===== src/rtl/shift_subtract_divider_macros.svh =====
// Assertion macros shared by the divider RTL.
// Depends on nothing; users supply clk and rst in scope.
`ifndef SHIFT_SUBTRACT_DIVIDER_MACROS_SVH
`define SHIFT_SUBTRACT_DIVIDER_MACROS_SVH

// Same-cycle implication, disabled during reset
`define SSD_ASSERT_NOW(label, pre, post, msg) \
  label: assert property (@(posedge clk) disable iff (rst) (pre) |-> (post)) \
    else $error(msg);

// Next-cycle implication, disabled during reset
`define SSD_ASSERT_NEXT(label, pre, post, msg) \
  label: assert property (@(posedge clk) disable iff (rst) (pre) |=> (post)) \
    else $error(msg);

`endif


===== src/rtl/ssd_pkg.sv =====
// Shared constants and types for the shift-subtract divider.
// Depends on nothing.
package ssd_pkg;

  // Datapath width in bits
  localparam int WIDTH = 32;
  // Step counter width, able to hold WIDTH
  localparam int CNT_W = $clog2(WIDTH + 1);

  // Control broadcast from the sequencer to every bit cell
  typedef struct packed {
    logic load;
    logic step;
  } cell_ctrl_t;

endpackage


===== src/rtl/ssd_cell.sv =====
// One bit slice of the divider: remainder, quotient and divisor bits.
// Depends on ssd_pkg (cell_ctrl_t).
module ssd_cell (
  input  logic               clk,
  input  ssd_pkg::cell_ctrl_t ctrl,
  input  logic               dividend_bit,
  input  logic               divisor_bit,
  input  logic               rem_in,
  input  logic               quo_in,
  input  logic               borrow_in,
  input  logic               fits,
  output logic               rem_bit,
  output logic               quo_bit,
  output logic               borrow_out
);

  logic dvs_bit;
  logic diff;

  // Full subtractor slice on the shifted remainder bit
  assign diff       = rem_in ^ dvs_bit ^ borrow_in;
  assign borrow_out = (~rem_in & dvs_bit) | (~(rem_in ^ dvs_bit) & borrow_in);

  // Load operands, then shift one place per step, keeping the difference on a fit
  always_ff @(posedge clk) begin
    if (ctrl.load) begin
      rem_bit <= 1'b0;
      quo_bit <= dividend_bit;
      dvs_bit <= divisor_bit;
    end else if (ctrl.step) begin
      rem_bit <= fits ? diff : rem_in;
      quo_bit <= quo_in;
    end
  end

endmodule


===== src/rtl/shift_subtract_divider.sv =====
// Restoring divider: a request is loaded, then stepped until the step counter runs out; the
// result shows on done in the cycle after the last step.
// A new request is taken only while busy is low; the cell row makes one quotient bit per cycle.
// rst (synchronous) clears busy and done; the cell row needs no reset.
// The receiver cannot stall: done is high for exactly one cycle.
// Depends on ssd_pkg, ssd_cell and shift_subtract_divider_macros.svh.
`include "shift_subtract_divider_macros.svh"

module shift_subtract_divider (
  input  logic                      clk,
  input  logic                      rst,
  input  logic                      start,
  input  logic [ssd_pkg::WIDTH-1:0] dividend,
  input  logic [ssd_pkg::WIDTH-1:0] divisor,
  output logic                      busy,
  output logic                      done,
  output logic [ssd_pkg::WIDTH-1:0] quotient,
  output logic [ssd_pkg::WIDTH-1:0] remainder,
  output logic                      divide_by_zero
);

  localparam int W = ssd_pkg::WIDTH;

  logic [ssd_pkg::CNT_W-1:0] count;
  logic                      zero_div;
  logic                      accept;
  ssd_pkg::cell_ctrl_t       ctrl;

  logic [W-1:0] rem_bits;
  logic [W-1:0] quo_bits;
  logic [W-1:0] rem_in;
  logic [W-1:0] quo_in;
  logic [W:0]   borrow;
  logic         fits;

  assign accept    = start && !busy;
  assign ctrl.load = accept;
  assign ctrl.step = busy;

  // Sequencer: count steps, raise done after the last one
  always_ff @(posedge clk) begin
    if (rst) begin
      busy  <= 1'b0;
      done  <= 1'b0;
      count <= '0;
    end else begin
      done <= 1'b0;
      if (accept) begin
        busy  <= 1'b1;
        count <= ssd_pkg::CNT_W'(W);
      end else if (busy) begin
        count <= count - ssd_pkg::CNT_W'(1);
        if (count == ssd_pkg::CNT_W'(1)) begin
          busy <= 1'b0;
          done <= 1'b1;
        end
      end
    end
  end

  // Zero-divisor flag captured with the request
  always_ff @(posedge clk) begin
    if (accept) begin
      zero_div <= (divisor == '0);
    end
  end

  // Neighbor wiring: remainder shifts up, dividend MSB enters at the bottom
  assign borrow[0] = 1'b0;
  assign rem_in[0] = quo_bits[W-1];
  assign quo_in[0] = fits;
  assign rem_in[W-1:1] = rem_bits[W-2:0];
  assign quo_in[W-1:1] = quo_bits[W-2:0];

  // Shifted remainder is W+1 bits; its top bit forces a fit
  assign fits = rem_bits[W-1] | ~borrow[W];

  for (genvar i = 0; i < W; i++) begin : g_cell
    ssd_cell u_cell (
      .clk          (clk),
      .ctrl         (ctrl),
      .dividend_bit (dividend[i]),
      .divisor_bit  (divisor[i]),
      .rem_in       (rem_in[i]),
      .quo_in       (quo_in[i]),
      .borrow_in    (borrow[i]),
      .fits         (fits),
      .rem_bit      (rem_bits[i]),
      .quo_bit      (quo_bits[i]),
      .borrow_out   (borrow[i+1])
    );
  end

  // Result ports; a zero divisor reports quotient zero
  assign quotient       = zero_div ? '0 : quo_bits;
  assign remainder      = rem_bits;
  assign divide_by_zero = zero_div;

  // Checks
  `SSD_ASSERT_NOW(a_done_not_busy, done, !busy, "done raised while still busy")
  `SSD_ASSERT_NEXT(a_load_count, accept, busy && count == ssd_pkg::CNT_W'(W), "bad load")
  `SSD_ASSERT_NEXT(a_last_step, busy && count == ssd_pkg::CNT_W'(1), done && !busy,
                   "no result after last step")
  `SSD_ASSERT_NOW(a_count_live, busy, count != '0, "step counter ran out while busy")

endmodule


===== config.mk =====
export PLATFORM = sky130hd
export DESIGN_NAME = shift_subtract_divider
export DESIGN_NICKNAME = d
export VERILOG_FILES = /design/src/rtl/ssd_pkg.sv /design/src/rtl/ssd_cell.sv /design/src/rtl/shift_subtract_divider.sv
export VERILOG_INCLUDE_DIRS = /design/src /design/src/rtl
export SDC_FILE = /design/constraint.sdc
export NUM_CORES = 1
export LEC_CHECK = 0
export ABC_CLOCK_PERIOD_IN_PS = 25700
export BUFFER_PORTS_ARGS = -buffer_cell sky130_fd_sc_hd__buf_2
export CAP_MARGIN = 20
export CORE_ASPECT_RATIO = 0.6
export CORE_MARGIN = 2
export CORE_UTILIZATION = 58
export CTS_CLUSTER_SIZE = 10
export DETAILED_ROUTE_END_ITERATION = 8
export GPL_ROUTABILITY_DRIVEN = 0
export PLACE_DENSITY = 0.86
export REMOVE_ABC_BUFFERS = 1
export SYNTH_ARGS = -nofsm -noshare
export SYNTH_HDL_FRONTEND = slang
export SYNTH_SLANG_ARGS = --single-unit

===== constraint.sdc =====
create_clock -name clk -period 25.7 [get_ports clk]
set_clock_uncertainty 0.15 [all_clocks]
set_input_delay 0 -clock clk [delete_from_list [all_inputs] [get_ports clk]]
set_output_delay 0 -clock clk [all_outputs]
set_load 0.01 [all_outputs]

== Word-level counts from Yosys, hierarchy flattened ==
Index checks and enable logic that the tools add are counted.

* Bitwise operators: 223
* Mux-type cells: 103
* Magnitude comparators: 0
* Add/subtract/negate cells: 1
* Equality and inequality tests: 1
* Shift operators: 0
* Divide/modulo/power cells: 0
* Multipliers: 0
* Reduce and logical (&&, ||, !) cells: 6

{| class="wikitable"
|+ Operators by type and width
! operator !! count
|-
| two-way mux 1 bit || 100
|-
| inverter 1 bit || 65
|-
| AND 1 bit || 63
|-
| XOR 1 bit || 63
|-
| zero test 32 bit || 1
|-
| two-way mux 32 bit || 1
|-
| OR 1 bit || 32
|-
| two-way mux 6 bit || 2
|-
| == test 6 x 1 -> 1 bit, second input constant || 1
|-
| subtractor 6 x 1 -> 6 bit, second input constant || 1
|-
| OR reduction 3 bit || 1
|-
| nonzero test 2 bit || 1
|-
| OR reduction 2 bit || 1
|-
| logical AND 1 bit || 1
|-
| zero test 1 bit || 1
|}

* Memories kept: 0
* Latch bits: 0
* Bits in read-only memories: 0
* Output and inout bits: 67
* Logic and storage cells: 435
* RAM bits: 0
* Register bits after elaboration: 105

== Longest topological paths before layout ==
Gate-level depths: netlist of the first run.

* Word-level depth: 68
* Gate-level depth with buffers: 40

== By module ==
Synthesis of the first run repeated with hierarchy kept, for this count alone.

* Cell total of the unflattened synthesis: 456
* Area total of the unflattened synthesis: 5481.5 µm²

{| class="wikitable"
|+ Modules (own cells, without submodules)
! module !! cells each !! area each (µm²) !! times used !! sequential area each (µm²)
|-
| ssd_cell at g_cell[18].u_cell ... || 12 || 152.6 || 17 || 80.1
|-
| ssd_cell at g_cell[10].u_cell ... || 11 || 146.4 || 14 || 80.1
|-
| shift_subtract_divider || 86 || 681.9 || 1 || 190.2
|-
| ssd_cell at g_cell[0].u_cell || 12 || 155.1 || 1 || 80.1
|}

== Worst setup path after synthesis of the first run ==
Ideal clock, no wire load.

* Kind: register to register
* Start: reg g_cell[0].u_cell.dvs_bit
* End: reg g_cell[31].u_cell.rem_bit
* Required time: 25433 ps
* Clock period less this slack: 15114 ps
* Arrival time: 14847 ps
* Slack: 10586 ps
* Cell stages (with the launch flop): 40
* Library setup time: 117 ps
* Path through: edfxtp_1 ha_1 inv_1 fa_1 inv_1 fa_1 fa_1 fa_1 fa_1 fa_1 fa_1 fa_1 fa_1 fa_1 fa_1 fa_1 fa_1 fa_1 (+4 left out) fa_1 fa_1 fa_1 fa_1 fa_1 fa_1 fa_1 fa_1 fa_1 fa_1 fa_1 fa_1 fa_1 nand2b_1 buf_2 buf_4 o22ai_1 a22o_1

* Longest elaborated chain between the ends: 66

{| class="wikitable"
|+ RTL lines
! what !! RTL line !! text
|-
| start, declared || ssd_cell.sv:17 || <nowiki>logic dvs_bit;</nowiki>
|-
| start signal, assigned || ssd_cell.sv:29 || <nowiki>dvs_bit <= divisor_bit;</nowiki>
|-
| AND 1 bit (*) (2 in a row) || ssd_cell.sv:22 || <nowiki>assign borrow_out = (~rem_in & dvs_bit) | (~(rem_in ^ dvs_bit) & borrow_in);</nowiki>
|-
| OR 1 bit (*) || ssd_cell.sv:22 ||
|-
| AND 1 bit (*) || ssd_cell.sv:22 ||
|-
| OR 1 bit (*) || ssd_cell.sv:22 ||
|-
| AND 1 bit (*) || ssd_cell.sv:22 ||
|-
| OR 1 bit (*) || ssd_cell.sv:22 ||
|-
| AND 1 bit (*) || ssd_cell.sv:22 ||
|-
| OR 1 bit (*) || ssd_cell.sv:22 ||
|-
| (+49 left out) || -- ||
|-
| OR 1 bit (*) || ssd_cell.sv:22 ||
|-
| AND 1 bit (*) || ssd_cell.sv:22 ||
|-
| OR 1 bit (*) || ssd_cell.sv:22 ||
|-
| AND 1 bit || ssd_cell.sv:22 ||
|-
| OR 1 bit || ssd_cell.sv:22 ||
|-
| inverter 1 bit || shift_subtract_divider.sv:76 || <nowiki>assign fits = rem_bits[W-1] | ~borrow[W];</nowiki>
|-
| OR 1 bit || shift_subtract_divider.sv:76 ||
|-
| two-way mux 1 bit (*) || ssd_cell.sv:31 || <nowiki>rem_bit <= fits ? diff : rem_in;</nowiki>
|-
| end signal, assigned || ssd_cell.sv:31 ||
|-
| end, declared || ssd_cell.sv:12 || <nowiki>output logic rem_bit,</nowiki>
|}

Mark *: on every way between the ends. The rest lies on a longest branch, timed or not.
A chain may end at the register's enable or synchronous reset.

== Worst setup path in the final report of the first run ==
* Start: reg g_cell[31].u_cell.quo_bit
* End: reg g_cell[1].u_cell.rem_bit

* Longest elaborated chain between the ends: 67

{| class="wikitable"
|+ RTL lines
! what !! RTL line !! text
|-
| start, declared || ssd_cell.sv:13 || <nowiki>output logic quo_bit,</nowiki>
|-
| start signal, assigned || ssd_cell.sv:28 || <nowiki>quo_bit <= dividend_bit;</nowiki>
|-
| start signal, assigned || ssd_cell.sv:32 || <nowiki>quo_bit <= quo_in;</nowiki>
|-
| inverter 1 bit (*) || ssd_cell.sv:22 ||
|-
| AND 1 bit (*) || ssd_cell.sv:22 ||
|-
| AND 1 bit || ssd_cell.sv:22 ||
|-
| OR 1 bit || ssd_cell.sv:22 ||
|-
| AND 1 bit || ssd_cell.sv:22 ||
|-
| OR 1 bit || ssd_cell.sv:22 ||
|-
| AND 1 bit || ssd_cell.sv:22 ||
|-
| OR 1 bit || ssd_cell.sv:22 ||
|-
| (+51 left out) || -- ||
|-
| OR 1 bit || ssd_cell.sv:22 ||
|-
| AND 1 bit || ssd_cell.sv:22 ||
|-
| OR 1 bit || ssd_cell.sv:22 ||
|-
| AND 1 bit || ssd_cell.sv:22 ||
|-
| OR 1 bit || ssd_cell.sv:22 ||
|-
| inverter 1 bit || shift_subtract_divider.sv:76 ||
|-
| OR 1 bit || shift_subtract_divider.sv:76 ||
|-
| two-way mux 1 bit (*) || ssd_cell.sv:31 ||
|-
| end signal, assigned || ssd_cell.sv:31 ||
|-
| end, declared || ssd_cell.sv:12 ||
|}

Marked as above.

==> results of run 1 <==
==> power by group <==
part	switching (W)	internal (W)	leakage [nW]	total, W
combinational	0.0000897	0.0000831	1.80	0.000173
sequential	0.0000141	0.000208	0.963	0.000222
clock	0.0000564	0.0000650	0.122	0.000121
total	0.000160	0.000356	2.88	0.000516
==> worst min path at each step <==
| stage | endpoint | slack (ns) | depth (start not counted) |
|---|---|---|---|
| 2_1_floorplan | count[1] | -0.09 | 1 |
| 3_3_place_gp | g_cell[21].u_cell.dvs_bit | 0.04 | 1 |
| 3_5_place_dp | g_cell[13].u_cell.dvs_bit | 0.04 | 1 |
| 4_1_cts | g_cell[0].u_cell.rem_bit | 0.04 | 2 |
| 5_1_grt | g_cell[0].u_cell.rem_bit | 0.08 | 2 |
| 6_report | g_cell[0].u_cell.rem_bit | 0.07 | 2 |
==> Yosys cell counts <==
cell       instances
ha_1               3
buf_4             35
o22ai_1            2
mux2i_1           30
buf_2              6
edfxtp_1          65
nand2b_1           1
xor2_1             1
o32ai_1            1
buf_6              2
a211oi_1           2
or4_1              1
inv_1             37
nand2_1            4
or2_2              1
nor2_1             6
o21ai_0            1
and2_0             1
nor4bb_1           1
o31ai_1            1
nand4_1            2
clkbuf_1          11
and2b_1            1
mux2_2            32
dfxtp_1           40
nor2b_1           31
a2111oi_4          1
fa_1              31
xnor2_1            2
nor3_1            32
a22o_1             1
and3b_1            1
a21o_1            29
nor4b_4            1
a311oi_2           1
nor4_1             8
==> sequential cells by signal, summed over array words and instances, names as in the netlist <==
signal and cells:
done 1, count 6, divide_by_zero 1, busy 1
g_cell.u_cell.dvs_bit 32, g_cell.u_cell.quo_bit 32, g_cell.u_cell.rem_bit 32
==> cell families (layout without fill, tap and decap cells) <==
family | Yosys count | count (layout) | share of synthesized area
compound gates | 39 | 39 | 0.0584
xor+xnor | 3 | 3 | 0.00483
fa+ha+maj | 34 | 34 | 0.121
buf+inv | 91 | 254 | 0.0911
flops | 105 | 105 | 0.506
mux | 62 | 62 | 0.121
simple gates | 91 | 91 | 0.0975
==> worst reg2reg max path, delay by kind of cell (launching register included) <==
family	cells	cell delay (ns)
multiplexers	1	0.32
adder cells (fa/ha/maj)	32	14.00
AND/OR/NAND/NOR	1	0.73
flip-flops	1	0.34
AO/OA/AOI/OAI	1	0.13
buffers and inverters	3	0.17
==> metrics by stage <==
step | std cells | utilization | setup slack (ns) | total power (W) | hold WS, ns
after floorplan | 371 | - | 9.77 | 0.000340 | -0.0857
after global placement | 636 | 0.648 | 9.88 | 0.000383 | 0.0414
after detailed placement | 636 | 0.648 | 9.59 | 0.000390 | 0.0449
after CTS | 717 | 0.747 | 9.56 | 0.000520 | 0.0410
after global routing | 718 | 0.749 | 9.09 | 0.000551 | 0.0796
final | 718 | 0.749 | 9.73 | 0.000516 | 0.0711
==> cell type report <==
cell class                 count  share of cell area
sequential                   105               0.402
multi-input combinational    229               0.320
timing repair buffer         201               0.196
clock buffer                  12              0.0345
tap                          130              0.0237
inverter                      37              0.0203
clock inverter                 4             0.00292
==> layer usage <==
metal / track usage / vias to the layer above / wire (um)
li1: - / 1763 / -
met1: 0.331 / 1715 / 5200
met2: 0.370 / 138 / 5270
met3: 0.0505 / 19 / 728
met4: 0.0783 / 0 / 180
met5: 0 / - / 0
==> impl_metrics.toml, run 1 <==
[run]
max-cap-violations = 0

[pwr]
vdd_drop_max_v = 0.0000502
p_per_area_mw_per_mm2 = 75.3
p_leak_nw = 2.88

[timing]
timing.fmax_mhz = 62.6
min_period_over_period = 0.622
fin_crit_ns = 15.97
rsz0062_at_grt = "false"
worst_pin_slew_ns = 1.02
finalSetupViolations = 0
setup_tns_ns = 0
drv_slew = 0
report.final.hold_viol_count = 0
maxSlewHeadroom = 0.321

[die]
die_h_um = 79.0
start_util = 0.594
die-area_mm2 = 0.0102
die_w_um = 129
pin_count = 134
core-area_mm2 = 0.00916
rows = 27

[worst_setup_path]
critPathMaxStageDelay_ns = 0.73
cp_data_arrival_time_ns = 16.02
critPathRequiredTime_ns = 25.75
crit_end = "g_cell[1].u_cell.rem_bit"
crit_path_end_kind = "flop"
cp-startpoint = "g_cell[31].u_cell.quo_bit"
crit_top_cell = "fa_1"
rr_worst_depth = 38
crit_cells = 38
path_class = "reg -> reg"
crit_slowest_cell = "nand2b_2"
worst-path-buf-inv = 3
startpoint_type = "flop"
path_max_fanout = 34
worst-r2r-setup-slack_ns = 9.73
critPathTopFamily = "adder cells"
r2r_start = "g_cell[31].u_cell.quo_bit"
r2r-end = "g_cell[1].u_cell.rem_bit"

[grt]
overflow = 0
grt_max_degree = 69
grt_first_pass_wirelength_um = 18200
antenna_found_initial = 0
grt_pass1_vias = 3698
track_usage = 0.236

[drt]
drt_wl_total_um = 11400
vias = 3635
avgRoutedWirePerCell_um = 15.8
drc_errors = 0
drt_iter0_markers = 206
drtPass1Iterations = 4
antenna_left = 0
routed_via_density = 5.06

[synthesis]
syn_inst = 425
synth_warnings = 0
syn_area_mm2 = 0.00544
ys_types = 36
synthTopCellsByArea = "edfxtp_1, dfxtp_1, fa_1"
avgSynthCellArea_um2 = 12.8
synth.yosys.seq_area_share = 0.506
yosysTopAreaCellShare = 0.359
synth_largest_area_cell = "edfxtp_1"
ys_ff_latch = 105

[clocking]
numCtsBuffers = 9
cts_root_buffer = "clkbuf_16"
path_clk_slew_ns = 0.06
cts.sinks = 105
post_cts.repair.setup_buffers = 0
cts_tree = "done"
holdBufCountCts = 65
clkLatencyLatePin_ns = 0.34
cts_buffer_depth = 2
cts_htree_levels = 3
post_cts_resized = 0

[cells_and_area]
multi_input_area_mm2 = 0.00220
layout_commonest_cell = "buf_2"
drive_gt1_frac = 0.316
final_cell_area_mm2 = 0.00686
fin_nets = 684
layout.area.seq_mm2 = 0.00275
n_antenna_cell = 0
fill_cells = 592
syn_to_final_growth_pct = 26.0
final_cell_mix = "buf_2, edfxtp_1, dlygate4sd3_1"

[status]
status = "completed"

[place]
dp_hpwl_um = 7330
place_area_mm2 = 0.00593
numPortBuffers = 133

[min_path]
min_from = "start"
min_path_type = "in -> reg"
Note: power is estimated with default switching activity, not from simulation.
==> run 2, diff against run 1 <==
- ABC_CLOCK_PERIOD_IN_PS: 25700 -> 14000
- CORE_UTILIZATION: 58 -> 49
- PLACE_DENSITY: 0.86 -> 0.77
- clock period: 25.7 -> 14 ns (I/O delays scaled with it)
==> impl_metrics.toml, run 2 (synthesis results as in run 1) <==
[worst_setup_path]
crit_top_cell = "fa_2"
worst-path-buf-inv = 5
path_class = "reg -> reg"
critPathMaxStageDelay_ns = 0.42
critPathTopFamily = "adder cells"
crit_slowest_cell = "fa_2"
path_max_fanout = 9
crit_path_end_kind = "flop"
startpoint_type = "flop"
cp_data_arrival_time_ns = 13.73
critPathRequiredTime_ns = 14.08

[cells_and_area]
multi_input_area_mm2 = 0.00228
layout.area.seq_mm2 = 0.00275
drive_gt1_frac = 0.380
n_antenna_cell = 0
final_cell_mix = "buf_2, edfxtp_1, dlygate4sd3_1"
largestRegisters = "g_cell.u_cell.dvs_bit (32), g_cell.u_cell.quo_bit (32), g_cell.u_cell.rem_bit (32)"
fin_nets = 693
fill_cells = 790
syn_to_final_growth_pct = 30.6
layout_commonest_cell = "buf_2"

[die]
pin_count = 134
rows = 29
core-area_mm2 = 0.0107
die_w_um = 140
die-area_mm2 = 0.0120
start_util = 0.508
die_h_um = 85.6

[timing]
report.final.hold_viol_count = 0
fin_crit_ns = 13.65
maxSlewHeadroom = 0.450
min_period_over_period = 0.975
finalSetupViolations = 0
timing.fmax_mhz = 73.2
drv_slew = 0
fin_hold_ws_ns = 0.106
worst_pin_slew_ns = 0.824

[drt]
antenna_left = 0
avgRoutedWirePerCell_um = 16.1
vias = 3694
drt_wl_total_um = 11900
routed_via_density = 5.02
drt_iter0_markers = 161
drc_errors = 10
drtPass1Iterations = 8

[clocking]
clkLatencyLatePin_ns = 0.34
numCtsBuffers = 9
cts_htree_levels = 3
cts_tree = "done"
path_clk_slew_ns = 0.06
cts_buffer_depth = 2
cts.sinks = 105
cts_root_buffer = "clkbuf_16"

[grt]
overflow = 0
grt_pass1_vias = 3756
track_usage = 0.202
grt_first_pass_wirelength_um = 18900
antenna_found_initial = 0
grt_max_degree = 72

[pwr]
totalPowerFinal_w = 0.00101
p_leak_nw = 2.96
p_per_area_mw_per_mm2 = 142
vdd_drop_max_v = 0.0000781

[place]
numPortBuffers = 133
dp_hpwl_um = 7740

[status]
violations = "DRC"
status = "finished with violations"

[min_path]
min_path_type = "in -> reg"

[run]
max-cap-violations = 0
-- run 2: per-layer routing --
metal,vias to the layer above,track usage,wire length (um)
met3,14,0.0508,749
met1,1770,0.283,5540
met5,-,0,0
met2,130,0.322,5470
li1,1780,-,-
met4,0,0.0450,122
-- run 2: worst reg2reg max path, delay by kind of cell (launching register included) --
| kind | cells | cell delay, ns |
|---|---|---|
| DFF | 1 | 0.36 |
| AOI/OAI and AO/OA | 2 | 0.32 |
| adders and majority gates | 32 | 12.16 |
| buffers and inverters | 5 | 0.46 |
| and+or+nand+nor | 1 | 0.13 |
-- run 2: cell type report --
type,instances,share of cell area
Sequential cell,105,0.387
Inverter,37,0.0195
Timing Repair Buffer,210,0.210
Clock buffer,12,0.0333
Multi-Input combinational cell,229,0.321
Clock inverter,4,0.00422
Tap cell,139,0.0245
-- run 2: metrics by stage --
stage | setup WS (ns) | util | setup TNS [ns] | instances | cell area, um2
after global routing | -0.00176 | 0.664 | -0.00176 | 736 | 7110
after floorplan | -1.93 | - | -60.69 | 371 | 5080
after global placement | -1.33 | 0.560 | -42.42 | 650 | 6000
final | 0.347 | 0.664 | 0 | 736 | 7110
after CTS | 0.00939 | 0.656 | 0 | 732 | 7020
after detailed placement | -1.56 | 0.560 | -49.44 | 650 | 6000
-- run 2: final timing paths --
| path | start | end | slack [ns] | depth (start not counted) |
|---|---|---|---|---|
| setup / recovery | g_cell[31].u_cell.quo_bit | g_cell[31].u_cell.rem_bit | 0.35 | 40 |
| hold / removal | start | g_cell[0].u_cell.rem_bit | 0.11 | 2 |
| setup reg to reg | g_cell[31].u_cell.quo_bit | g_cell[31].u_cell.rem_bit | 0.35 | 40 |
| hold reg to reg | count[4] | count[4] | 0.35 | 2 |
-- run 2: timing repair --
item,in CTS,in global routing
gates resized for setup,30,3
endpoints found under the hold margin,73,0
pin swaps,1,7
hold buffers,65,0
gates cloned,1,0
buffers inserted,0,2
setup endpoints to repair,33,33
-- run 2: where the power goes --
part           total [W]  switching [W]  internal [W]  leakage, nW
sequential      0.000406      0.0000246      0.000381        0.963
combinational   0.000371       0.000183      0.000188         1.87
clock           0.000231       0.000109      0.000121        0.127
